File: src/rtl/asma_pkg.sv
// ----------------------------------------------------------------------------
// asma_pkg
// Shared types and constants for the four-channel ADC scaling and
// moving-average filter.
// ----------------------------------------------------------------------------
package asma_pkg;

    localparam int WINDOW_SIZE_DEF = 8;
    localparam int CHANNELS_DEF    = 4;
    localparam int RAW_BITS_DEF    = 10;

    localparam int CH_W   = 2;
    localparam int RAW_W  = 10;
    localparam int VAL_W  = 32;
    localparam int CFG_W  = 32;
    localparam int IDX_W  = 2;

    // Register indexes.
    localparam logic [IDX_W-1:0] REG_CURRENT_GAIN   = 2'd0;
    localparam logic [IDX_W-1:0] REG_CURRENT_OFFSET = 2'd1;
    localparam logic [IDX_W-1:0] REG_VOLTAGE_GAIN   = 2'd2;

    localparam logic [31:0] CURRENT_GAIN_RST   = 32'd1731;
    localparam logic [30:0] CURRENT_OFFSET_RST = 31'd885621;
    localparam logic [31:0] VOLTAGE_GAIN_RST   = 32'd320;

    typedef struct packed {
        logic [CH_W-1:0]  channel;
        logic [RAW_W-1:0] raw_count;
    } in_item_t;

    typedef struct packed {
        logic [CH_W-1:0]         result_channel;
        logic signed [VAL_W-1:0] filtered_value;
        logic                    window_full;
    } out_item_t;

    // Scaled sample passed from the front part to the back part.
    typedef struct packed {
        logic [CH_W-1:0]         channel;
        logic signed [VAL_W-1:0] sample;
    } scaled_t;

endpackage

File: src/rtl/asma_scale.sv
// ----------------------------------------------------------------------------
// asma_scale
// Front part: accepts items, drops out-of-range channels, scales the raw
// count to saturated Q16.16 in two stages and pushes into a short queue.
// ----------------------------------------------------------------------------
module asma_scale #(
    parameter int CHANNELS = asma_pkg::CHANNELS_DEF,
    parameter int RAW_BITS = asma_pkg::RAW_BITS_DEF
) (
    input  logic               clk,
    input  logic               rst_n,
    input  logic               in_valid,
    output logic               in_ready,
    input  asma_pkg::in_item_t in_data,
    input  logic [31:0]        current_gain,
    input  logic [30:0]        current_offset,
    input  logic [31:0]        voltage_gain,
    output logic               q_valid,
    input  logic               q_ready,
    output asma_pkg::scaled_t  q_data
);

    localparam int QDEPTH = 2;

    // Stage 1 registers: channel and product.
    logic                     s1_valid_reg;
    logic [asma_pkg::CH_W-1:0] s1_ch_reg;
    logic [41:0]              s1_prod_reg;

    // Queue storage.
    asma_pkg::scaled_t q_mem_reg [QDEPTH];
    logic              q_wp_reg, q_rp_reg;
    logic [1:0]        q_cnt_reg;

    logic              accept, push, pop;
    logic [RAW_BITS-1:0] raw;
    logic [31:0]       gain;
    logic signed [43:0] diff;
    logic signed [31:0] sat;

    assign raw = in_data.raw_count[RAW_BITS-1:0];
    assign gain = in_data.channel[0] ? voltage_gain : current_gain;
    // Only one item in the scaler at a time and the queue must have room
    // counting the one in flight.
    assign in_ready = !s1_valid_reg && (q_cnt_reg < 2'(QDEPTH));
    assign accept = in_valid && in_ready;
    assign push = s1_valid_reg;
    assign pop = q_valid && q_ready;

    // Saturation of the scaled value.
    always_comb
    begin
        if (s1_ch_reg[0])
            diff = $signed({2'b00, s1_prod_reg});
        else
            diff = $signed({2'b00, s1_prod_reg}) - $signed({13'd0, current_offset});
        if (diff > 44'sd2147483647)
            sat = 32'sh7FFFFFFF;
        else if (diff < -44'sd2147483648)
            sat = 32'sh80000000;
        else
            sat = diff[31:0];
    end

    always_ff @(posedge clk or negedge rst_n)
    begin
        if (!rst_n)
        begin
            s1_valid_reg <= 1'b0;
            q_wp_reg     <= 1'b0;
            q_rp_reg     <= 1'b0;
            q_cnt_reg    <= 2'd0;
        end
        else
        begin
            s1_valid_reg <= accept && (32'(in_data.channel) < CHANNELS);
            if (push)
                q_wp_reg <= !q_wp_reg;
            if (pop)
                q_rp_reg <= !q_rp_reg;
            q_cnt_reg <= q_cnt_reg + 2'(push) - 2'(pop);
        end
    end

    // Payload registers.
    always_ff @(posedge clk)
    begin
        if (accept)
        begin
            s1_ch_reg   <= in_data.channel;
            s1_prod_reg <= 42'(raw) * 42'(gain);
        end
        if (push)
            q_mem_reg[q_wp_reg] <= '{channel: s1_ch_reg, sample: sat};
    end

    assign q_valid = (q_cnt_reg != 2'd0);
    assign q_data  = q_mem_reg[q_rp_reg];

    a_q_no_over: assert property (@(posedge clk) disable iff (!rst_n)
        q_cnt_reg <= 2'(QDEPTH))
        else $error("queue overflow");
    a_push_room: assert property (@(posedge clk) disable iff (!rst_n)
        push |-> (q_cnt_reg < 2'(QDEPTH)) || pop)
        else $error("push into full queue");

endmodule

File: src/rtl/asma_window.sv
// ----------------------------------------------------------------------------
// asma_window
// Back part: per-channel ring update, running sum, and a restoring
// divider of the sum by the fill count, one quotient bit per cycle.
// ----------------------------------------------------------------------------
module asma_window #(
    parameter int WINDOW_SIZE = asma_pkg::WINDOW_SIZE_DEF,
    parameter int CHANNELS    = asma_pkg::CHANNELS_DEF
) (
    input  logic               clk,
    input  logic               rst_n,
    input  logic               q_valid,
    output logic               q_ready,
    input  asma_pkg::scaled_t  q_data,
    output logic               out_valid,
    input  logic               out_ready,
    output asma_pkg::out_item_t out_data
);

    localparam int WI_W  = (WINDOW_SIZE > 1) ? $clog2(WINDOW_SIZE) : 1;
    localparam int FC_W  = $clog2(WINDOW_SIZE + 1);
    localparam int CI_W  = (CHANNELS > 1) ? $clog2(CHANNELS) : 1;
    localparam int SUM_W = 32 + WI_W + 1;
    localparam int DEPTH = CHANNELS * WINDOW_SIZE;
    localparam int AD_W  = (DEPTH > 1) ? $clog2(DEPTH) : 1;
    localparam int CNT_W = $clog2(SUM_W + 1);

    localparam logic [2:0] ST_IDLE  = 3'd0;
    localparam logic [2:0] ST_CLEAR = 3'd1;
    localparam logic [2:0] ST_READ  = 3'd2;
    localparam logic [2:0] ST_SUM   = 3'd3;
    localparam logic [2:0] ST_DIV   = 3'd4;
    localparam logic [2:0] ST_OUT   = 3'd5;

    logic [2:0] state_reg;
    logic [AD_W-1:0] clr_reg;

    logic signed [31:0] ring_mem [DEPTH];
    logic signed [31:0] old_reg;

    logic signed [SUM_W-1:0] sum_reg [CHANNELS];
    logic [WI_W-1:0]         widx_reg [CHANNELS];
    logic [FC_W-1:0]         fill_reg [CHANNELS];

    asma_pkg::scaled_t  cur_reg;
    logic [CI_W-1:0]    ch;
    logic [AD_W-1:0]    addr;
    logic signed [SUM_W-1:0] new_sum;
    logic [FC_W-1:0]    new_fill;

    // Divider registers.
    logic [SUM_W-1:0]   quo_reg;
    logic [FC_W:0]      rem_reg;
    logic [FC_W-1:0]    dvs_reg;
    logic               neg_reg;
    logic [CNT_W-1:0]   cnt_reg;
    logic [FC_W:0]      trial;
    logic [SUM_W-1:0]   qfin;

    asma_pkg::out_item_t out_reg;
    logic                out_v_reg;

    assign ch = CI_W'(cur_reg.channel);
    assign addr = AD_W'(32'(ch) * WINDOW_SIZE + 32'(widx_reg[ch]));
    assign new_sum = sum_reg[ch] - SUM_W'(old_reg) + SUM_W'(cur_reg.sample);
    assign new_fill = (fill_reg[ch] < FC_W'(WINDOW_SIZE)) ? fill_reg[ch] + 1'b1 : fill_reg[ch];
    assign trial = {rem_reg[FC_W-1:0], quo_reg[SUM_W-1]};
    assign qfin = neg_reg ? -quo_reg : quo_reg;

    assign q_ready = (state_reg == ST_IDLE);

    always_ff @(posedge clk or negedge rst_n)
    begin
        if (!rst_n)
        begin
            state_reg <= ST_CLEAR;
            clr_reg   <= '0;
            out_v_reg <= 1'b0;
            for (int i = 0; i < CHANNELS; i++)
            begin
                sum_reg[i]  <= '0;
                widx_reg[i] <= '0;
                fill_reg[i] <= '0;
            end
        end
        else
        begin
            // The result register is loaded when free or when its item leaves.
            if (state_reg == ST_OUT && (!out_v_reg || out_ready))
                out_v_reg <= 1'b1;
            else if (out_ready)
                out_v_reg <= 1'b0;
            unique case (state_reg)
                ST_CLEAR:
                begin
                    if (32'(clr_reg) == DEPTH - 1)
                        state_reg <= ST_IDLE;
                    clr_reg <= clr_reg + 1'b1;
                end
                ST_IDLE:
                    if (q_valid)
                        state_reg <= ST_READ;
                ST_READ:
                    state_reg <= ST_SUM;
                ST_SUM:
                begin
                    sum_reg[ch]  <= new_sum;
                    fill_reg[ch] <= new_fill;
                    widx_reg[ch] <= (32'(widx_reg[ch]) == WINDOW_SIZE - 1) ? '0
                                  : widx_reg[ch] + 1'b1;
                    state_reg <= ST_DIV;
                end
                ST_DIV:
                    if (32'(cnt_reg) == SUM_W - 1)
                        state_reg <= ST_OUT;
                ST_OUT:
                    if (!out_v_reg || out_ready)
                        state_reg <= ST_IDLE;
                default:
                    state_reg <= ST_IDLE;
            endcase
        end
    end

    // Ring memory, datapath and divider.
    always_ff @(posedge clk)
    begin
        if (state_reg == ST_CLEAR)
            ring_mem[clr_reg] <= '0;
        if (state_reg == ST_IDLE && q_valid)
            cur_reg <= q_data;
        if (state_reg == ST_READ)
            old_reg <= ring_mem[addr];
        if (state_reg == ST_SUM)
        begin
            ring_mem[addr] <= cur_reg.sample;
            neg_reg <= new_sum[SUM_W-1];
            quo_reg <= new_sum[SUM_W-1] ? -new_sum : new_sum;
            rem_reg <= '0;
            dvs_reg <= new_fill;
            cnt_reg <= '0;
        end
        if (state_reg == ST_DIV)
        begin
            cnt_reg <= cnt_reg + 1'b1;
            if (trial >= {1'b0, dvs_reg})
            begin
                rem_reg <= trial - {1'b0, dvs_reg};
                quo_reg <= {quo_reg[SUM_W-2:0], 1'b1};
            end
            else
            begin
                rem_reg <= trial;
                quo_reg <= {quo_reg[SUM_W-2:0], 1'b0};
            end
        end
        if (state_reg == ST_OUT && (!out_v_reg || out_ready))
        begin
            out_reg.result_channel <= cur_reg.channel;
            out_reg.filtered_value <= qfin[31:0];
            out_reg.window_full    <= (dvs_reg == FC_W'(WINDOW_SIZE));
        end
    end

    assign out_valid = out_v_reg;
    assign out_data  = out_reg;

    a_div_nonzero: assert property (@(posedge clk) disable iff (!rst_n)
        state_reg == ST_DIV |-> dvs_reg != '0)
        else $error("divide by zero fill count");
    a_ready_idle: assert property (@(posedge clk) disable iff (!rst_n)
        q_ready |-> state_reg == ST_IDLE)
        else $error("ready outside idle");
    a_fill_max: assert property (@(posedge clk) disable iff (!rst_n)
        $past(state_reg) == ST_SUM |-> fill_reg[ch] <= FC_W'(WINDOW_SIZE))
        else $error("fill count overrun");

endmodule

File: src/rtl/adc_scale_moving_average_4ch.sv
// ----------------------------------------------------------------------------
// adc_scale_moving_average_4ch
// Four-channel ADC scaling and boxcar moving-average filter.
// Path from item accept to result valid, with the back part idle: scaling
// stage, queue write, capture, ring read, sum update, one divider step for
// each of the 36 sum bits, output register.
// The back part takes a new item only when idle, after the bit-serial divider.
// Reset: registers take their reset values; after reset the ring memory,
// all CHANNELS*WINDOW_SIZE entries, is cleared before the back part takes its
// first item, while the front part may already queue items.
// ----------------------------------------------------------------------------
module adc_scale_moving_average_4ch #(
    parameter int WINDOW_SIZE = asma_pkg::WINDOW_SIZE_DEF,
    parameter int CHANNELS    = asma_pkg::CHANNELS_DEF,
    parameter int RAW_BITS    = asma_pkg::RAW_BITS_DEF
) (
    input  logic                         clk,
    input  logic                         rst_n,
    input  logic                         in_valid,
    output logic                         in_ready,
    input  asma_pkg::in_item_t           in_data,
    output logic                         out_valid,
    input  logic                         out_ready,
    output asma_pkg::out_item_t          out_data,
    input  logic                         cfg_we,
    input  logic [asma_pkg::IDX_W-1:0]   cfg_index,
    input  logic [asma_pkg::CFG_W-1:0]   cfg_data
);

    logic [31:0] current_gain_reg;
    logic [30:0] current_offset_reg;
    logic [31:0] voltage_gain_reg;

    logic              q_valid, q_ready;
    asma_pkg::scaled_t q_data;

    // Configuration registers.
    always_ff @(posedge clk or negedge rst_n)
    begin
        if (!rst_n)
        begin
            current_gain_reg   <= asma_pkg::CURRENT_GAIN_RST;
            current_offset_reg <= asma_pkg::CURRENT_OFFSET_RST;
            voltage_gain_reg   <= asma_pkg::VOLTAGE_GAIN_RST;
        end
        else if (cfg_we)
        begin
            unique case (cfg_index)
                asma_pkg::REG_CURRENT_GAIN:   current_gain_reg   <= cfg_data;
                asma_pkg::REG_CURRENT_OFFSET: current_offset_reg <= cfg_data[30:0];
                asma_pkg::REG_VOLTAGE_GAIN:   voltage_gain_reg   <= cfg_data;
                default: ;
            endcase
        end
    end

    asma_scale #(
        .CHANNELS (CHANNELS),
        .RAW_BITS (RAW_BITS)
    ) u_scale (
        .clk            (clk),
        .rst_n          (rst_n),
        .in_valid       (in_valid),
        .in_ready       (in_ready),
        .in_data        (in_data),
        .current_gain   (current_gain_reg),
        .current_offset (current_offset_reg),
        .voltage_gain   (voltage_gain_reg),
        .q_valid        (q_valid),
        .q_ready        (q_ready),
        .q_data         (q_data)
    );

    asma_window #(
        .WINDOW_SIZE (WINDOW_SIZE),
        .CHANNELS    (CHANNELS)
    ) u_window (
        .clk       (clk),
        .rst_n     (rst_n),
        .q_valid   (q_valid),
        .q_ready   (q_ready),
        .q_data    (q_data),
        .out_valid (out_valid),
        .out_ready (out_ready),
        .out_data  (out_data)
    );

endmodule

File: config.mk
export PLATFORM = sky130hd
export DESIGN_NAME = adc_scale_moving_average_4ch
export DESIGN_NICKNAME = d
export VERILOG_FILES = /design/src/rtl/asma_pkg.sv /design/src/rtl/asma_scale.sv /design/src/rtl/asma_window.sv /design/src/rtl/adc_scale_moving_average_4ch.sv
export SDC_FILE = /design/constraint.sdc
export NUM_CORES = 2
export LEC_CHECK = 0
export BUFFER_PORTS_ARGS = -buffer_cell sky130_fd_sc_hd__buf_2
export CORE_ASPECT_RATIO = 0.8
export CORE_MARGIN = 4
export CORE_UTILIZATION = 64
export CTS_BUF_LIST = sky130_fd_sc_hd__clkbuf_16
export CTS_CLUSTER_SIZE = 20
export DETAILED_ROUTE_END_ITERATION = 12
export PLACE_DENSITY = 0.81
export SLEW_MARGIN = 25
export SYNTH_ARGS = -nofsm -noshare
export SYNTH_HDL_FRONTEND = slang
export SYNTH_SLANG_ARGS = --single-unit
File: constraint.sdc
create_clock -name clk -period 7.58 [get_ports clk]
set_input_delay 0.379 -clock clk [delete_from_list [all_inputs] [get_ports clk]]
set_output_delay 0.379 -clock clk [all_outputs]
set_load 0.05 [all_outputs]
==> impl_metrics.csv <==
group,metric,value,unit
status,outcome,"complete, no violations",
cells_and_area,fin_nets,5793,
route,dr.pass1.iters,10,
timing,rsz0062_at_grt,"false",
grt,grt.total_usage,32.9,%
synthesis,synth_ff_type,"edfxtp_1",
die,die_y,319,um
clock_network,cts_max_level,4,
timing,finalHoldViolations,0,
die,core_area,119000,um2
route,vias,46762,
synthesis,yosys.area_share.simple,6.61,%
worst_setup_path,crit_type,"reg -> reg",
grt,grt_max_degree,146,
clock_network,numCtsBuffers,146,
synthesis,synthMuxAreaShare,14.1,%
die,fp.dieW,396,um
synthesis,syn_inst,5149,
min_path,hp-class,"in -> async",
worst_setup_path,path_delay_family,"adder cells",
timing,layout_worst_path_cycle_share,91.1,%
clock_network,cts_resized,0,
grt,grt_pass1_wl,308,mm
route,wl_per_cell,29.0,um
synthesis,netlist_area,77200,um2
cells_and_area,layout-drive-gt1-share,20.8,%
worst_setup_path,critPathLaunchType,"flop",
synthesis,synth.ff_latch_count,1569,
synthesis,yosys.area.top_type,"edfxtp_1",
clock_network,cts_tree,"done",
placed_design,finalWeightedCongestion,0.900,
clock_network,clock_latency,800,ps
placed_design,hpwl,123,mm
route,antenna_left,0,
synthesis,postSynthAreaPerCell,15.0,um2
clock_network,cts-root-buf,"clkbuf_16",
cells_and_area,finalCoreUtilization,71.5,%
cells_and_area,largest_register_ffs,1024,
cells_and_area,register_area,45700,um2
synthesis,synth_top_family_by_area,"multiplexers",
grt,grt_overflow,0,
cells_and_area,area_growth,10.5,%
worst_setup_path,required,8080,ps
timing,hold_ws,144,ps
route,drt_iter0_drc,6645,
worst_setup_path,arrival,7400,ps
worst_setup_path,cp-end-kind,"flop",
grt,grt_antenna_before_repair,9,
die,row_count,113,
die,die_area,126000,um2
timing,finalSetupViolations,0,
clock_network,cts.path.max_buffers,3,
synthesis,synth_compound_area_share,5.08,%
synthesis,synth_cell_types,105,
timing,max_clock_freq,145,MHz
worst_setup_path,max_stage_delay,530,ps
synthesis,synth_fa_ha_area_share,9.69,%
timing,min_period,6900,ps
synthesis,synth_area_leaders,"edfxtp_1 (50%), mux4_2 (11%), dfrtp_1 (8.5%)",
timing,worstMarginPinSlew,1140,ps
synthesis,synth_edf_count,1288,
worst_setup_path,worst-path-max-fanout,10,
timing,slew_viol_final,0,
route,vias_per_cell,6.64,
worst_setup_path,crit_slowest_cell,"dfstp_2",
die,pin_count,88,
timing,fin_skew,42.5,ps
clock_network,clk_pin_slew,70,ps
cells_and_area,multiInputGateArea,29400,um2
synthesis,async_reset_ff_share,17.9,%
route,drc_errors,0,
clock_network,cts_sinks,1569,
synthesis,yosys.area_share.xor_xnor,2.01,%
placed_design,port_buffers,87,
synthesis,syn_nets,5633,
grt,grt_pass1_vias,47368,
cells_and_area,fillCellCount,7326,
worst_setup_path,cp_num_buf_inv,6,
route,wl,204,mm
synthesis,yosysWarnings,0,
synthesis,ys_seq_area_share,59.2,%
timing,setup_tns,0,ps
die,initial_utilization,64.7,%
job,max_cap_violations,0,
timing,relSlewSlack,24.0,%
synthesis,yosys.area.top_type_share,50.1,%
-- path summary, 6_finish.rpt --
kind | from | end | slack [ps] | depth (start not counted)
max | current_gain_reg[6] | u_scale.s1_prod_reg[38] | 680 | 25
min | rst_n | u_window.sum_reg[129] | 140 | 2
max reg2reg | current_gain_reg[6] | u_scale.s1_prod_reg[38] | 680 | 25
min reg2reg | u_window.quo_reg[0] | u_window.out_data[1] | 450 | 0
max in group asynchronous | rst_n | current_offset_reg[24] | 6190 | 3
min in group clk | in_valid | u_scale.push | 150 | 2
-- what timing repair did --
item	CTS	global route
endpoints found under the hold margin	164	0
buffers inserted	0	0
hold buffers	35	0
-- cells in the final DEF, fill, tap and decap left out, types with 29 or more instances in the layout --
cell type / n
inv_1: 473
clkbuf_16: 152
nor2_1: 134
o21ai_0: 216
nand2_1: 488
dfrtp_1: 261
xor2_1: 47
clkinv_1: 29
fa_1: 275
a21oi_1: 150
buf_4: 110
ha_1: 158
edfxtp_1: 1288
mux4_2: 360
nor2_4: 44
a21o_1: 54
xnor2_1: 128
dlygate4sd3_1: 35
buf_2: 86
and2_1: 159
nor2b_1: 29
mux2_2: 231
-- layout make-up --
type,instances,area share [%]
sequential,1569,53.6
multi-input combinational,2906,34.4
clock buffer,152,4.46
tap,1610,2.36
timing repair buffer,246,2.24
inverter,440,1.93
clock inverter,113,1.02
antenna,6,0.0176
-- cells in the mapped netlist (11+ instances only) --
master,n
nand3_1,27
nand3b_1,11
nor3_1,29
edfxtp_1,1288
nor4_1,12
dfstp_2,20
buf_2,21
o21a_1,12
o21bai_1,17
o21ai_0,218
nor3b_1,11
a31oi_1,22
a211oi_1,14
buf_1,40
dfrtp_1,261
mux2_2,231
clkbuf_1,170
inv_1,438
nand4_1,24
nor2_1,178
fa_1,275
or3_1,11
o21ai_1,14
o31ai_1,17
nand2b_1,22
a21o_1,54
o211ai_1,26
mux4_2,363
nand2_1,491
nor2b_1,31
xor2_1,47
and3_1,15
ha_1,158
a21oi_1,150
xnor2_1,128
and2_1,160
-- cell families (layout without fill, tap and decap cells) --
logic type | count (synthesis) | count (layout)
fa+ha+maj | 433 | 433
xor+xnor | 176 | 176
compound gates | 624 | 624
flops | 1569 | 1569
buf+inv | 674 | 951
mux | 605 | 605
simple gates | 1068 | 1068
other cells | 0 | 6
-- through the flow --
stage / instances / setup WS (ps) / area (um2)
after global routing: 7040 / 262 / 85400
after floorplan: 5149 / 615 / 77200
after global placement: 6729 / 421 / 80100
after detailed placement: 6729 / 295 / 80100
after CTS: 7029 / 733 / 85100
final: 7042 / 676 / 85400
-- layer usage --
layer	routed length, um	GRT usage [%]	vias up	share of wire (%)
met5	46	0	-	0.023
met2	96300	50.3	3232	47
li1	-	-	19253	-
met1	76200	46.1	23717	37
met4	9810	14.2	6	4.8
met3	21900	7.67	554	11
Power is not shown: default switching activity piles up to over one toggle a cycle in this logic, so the estimate is an artifact.
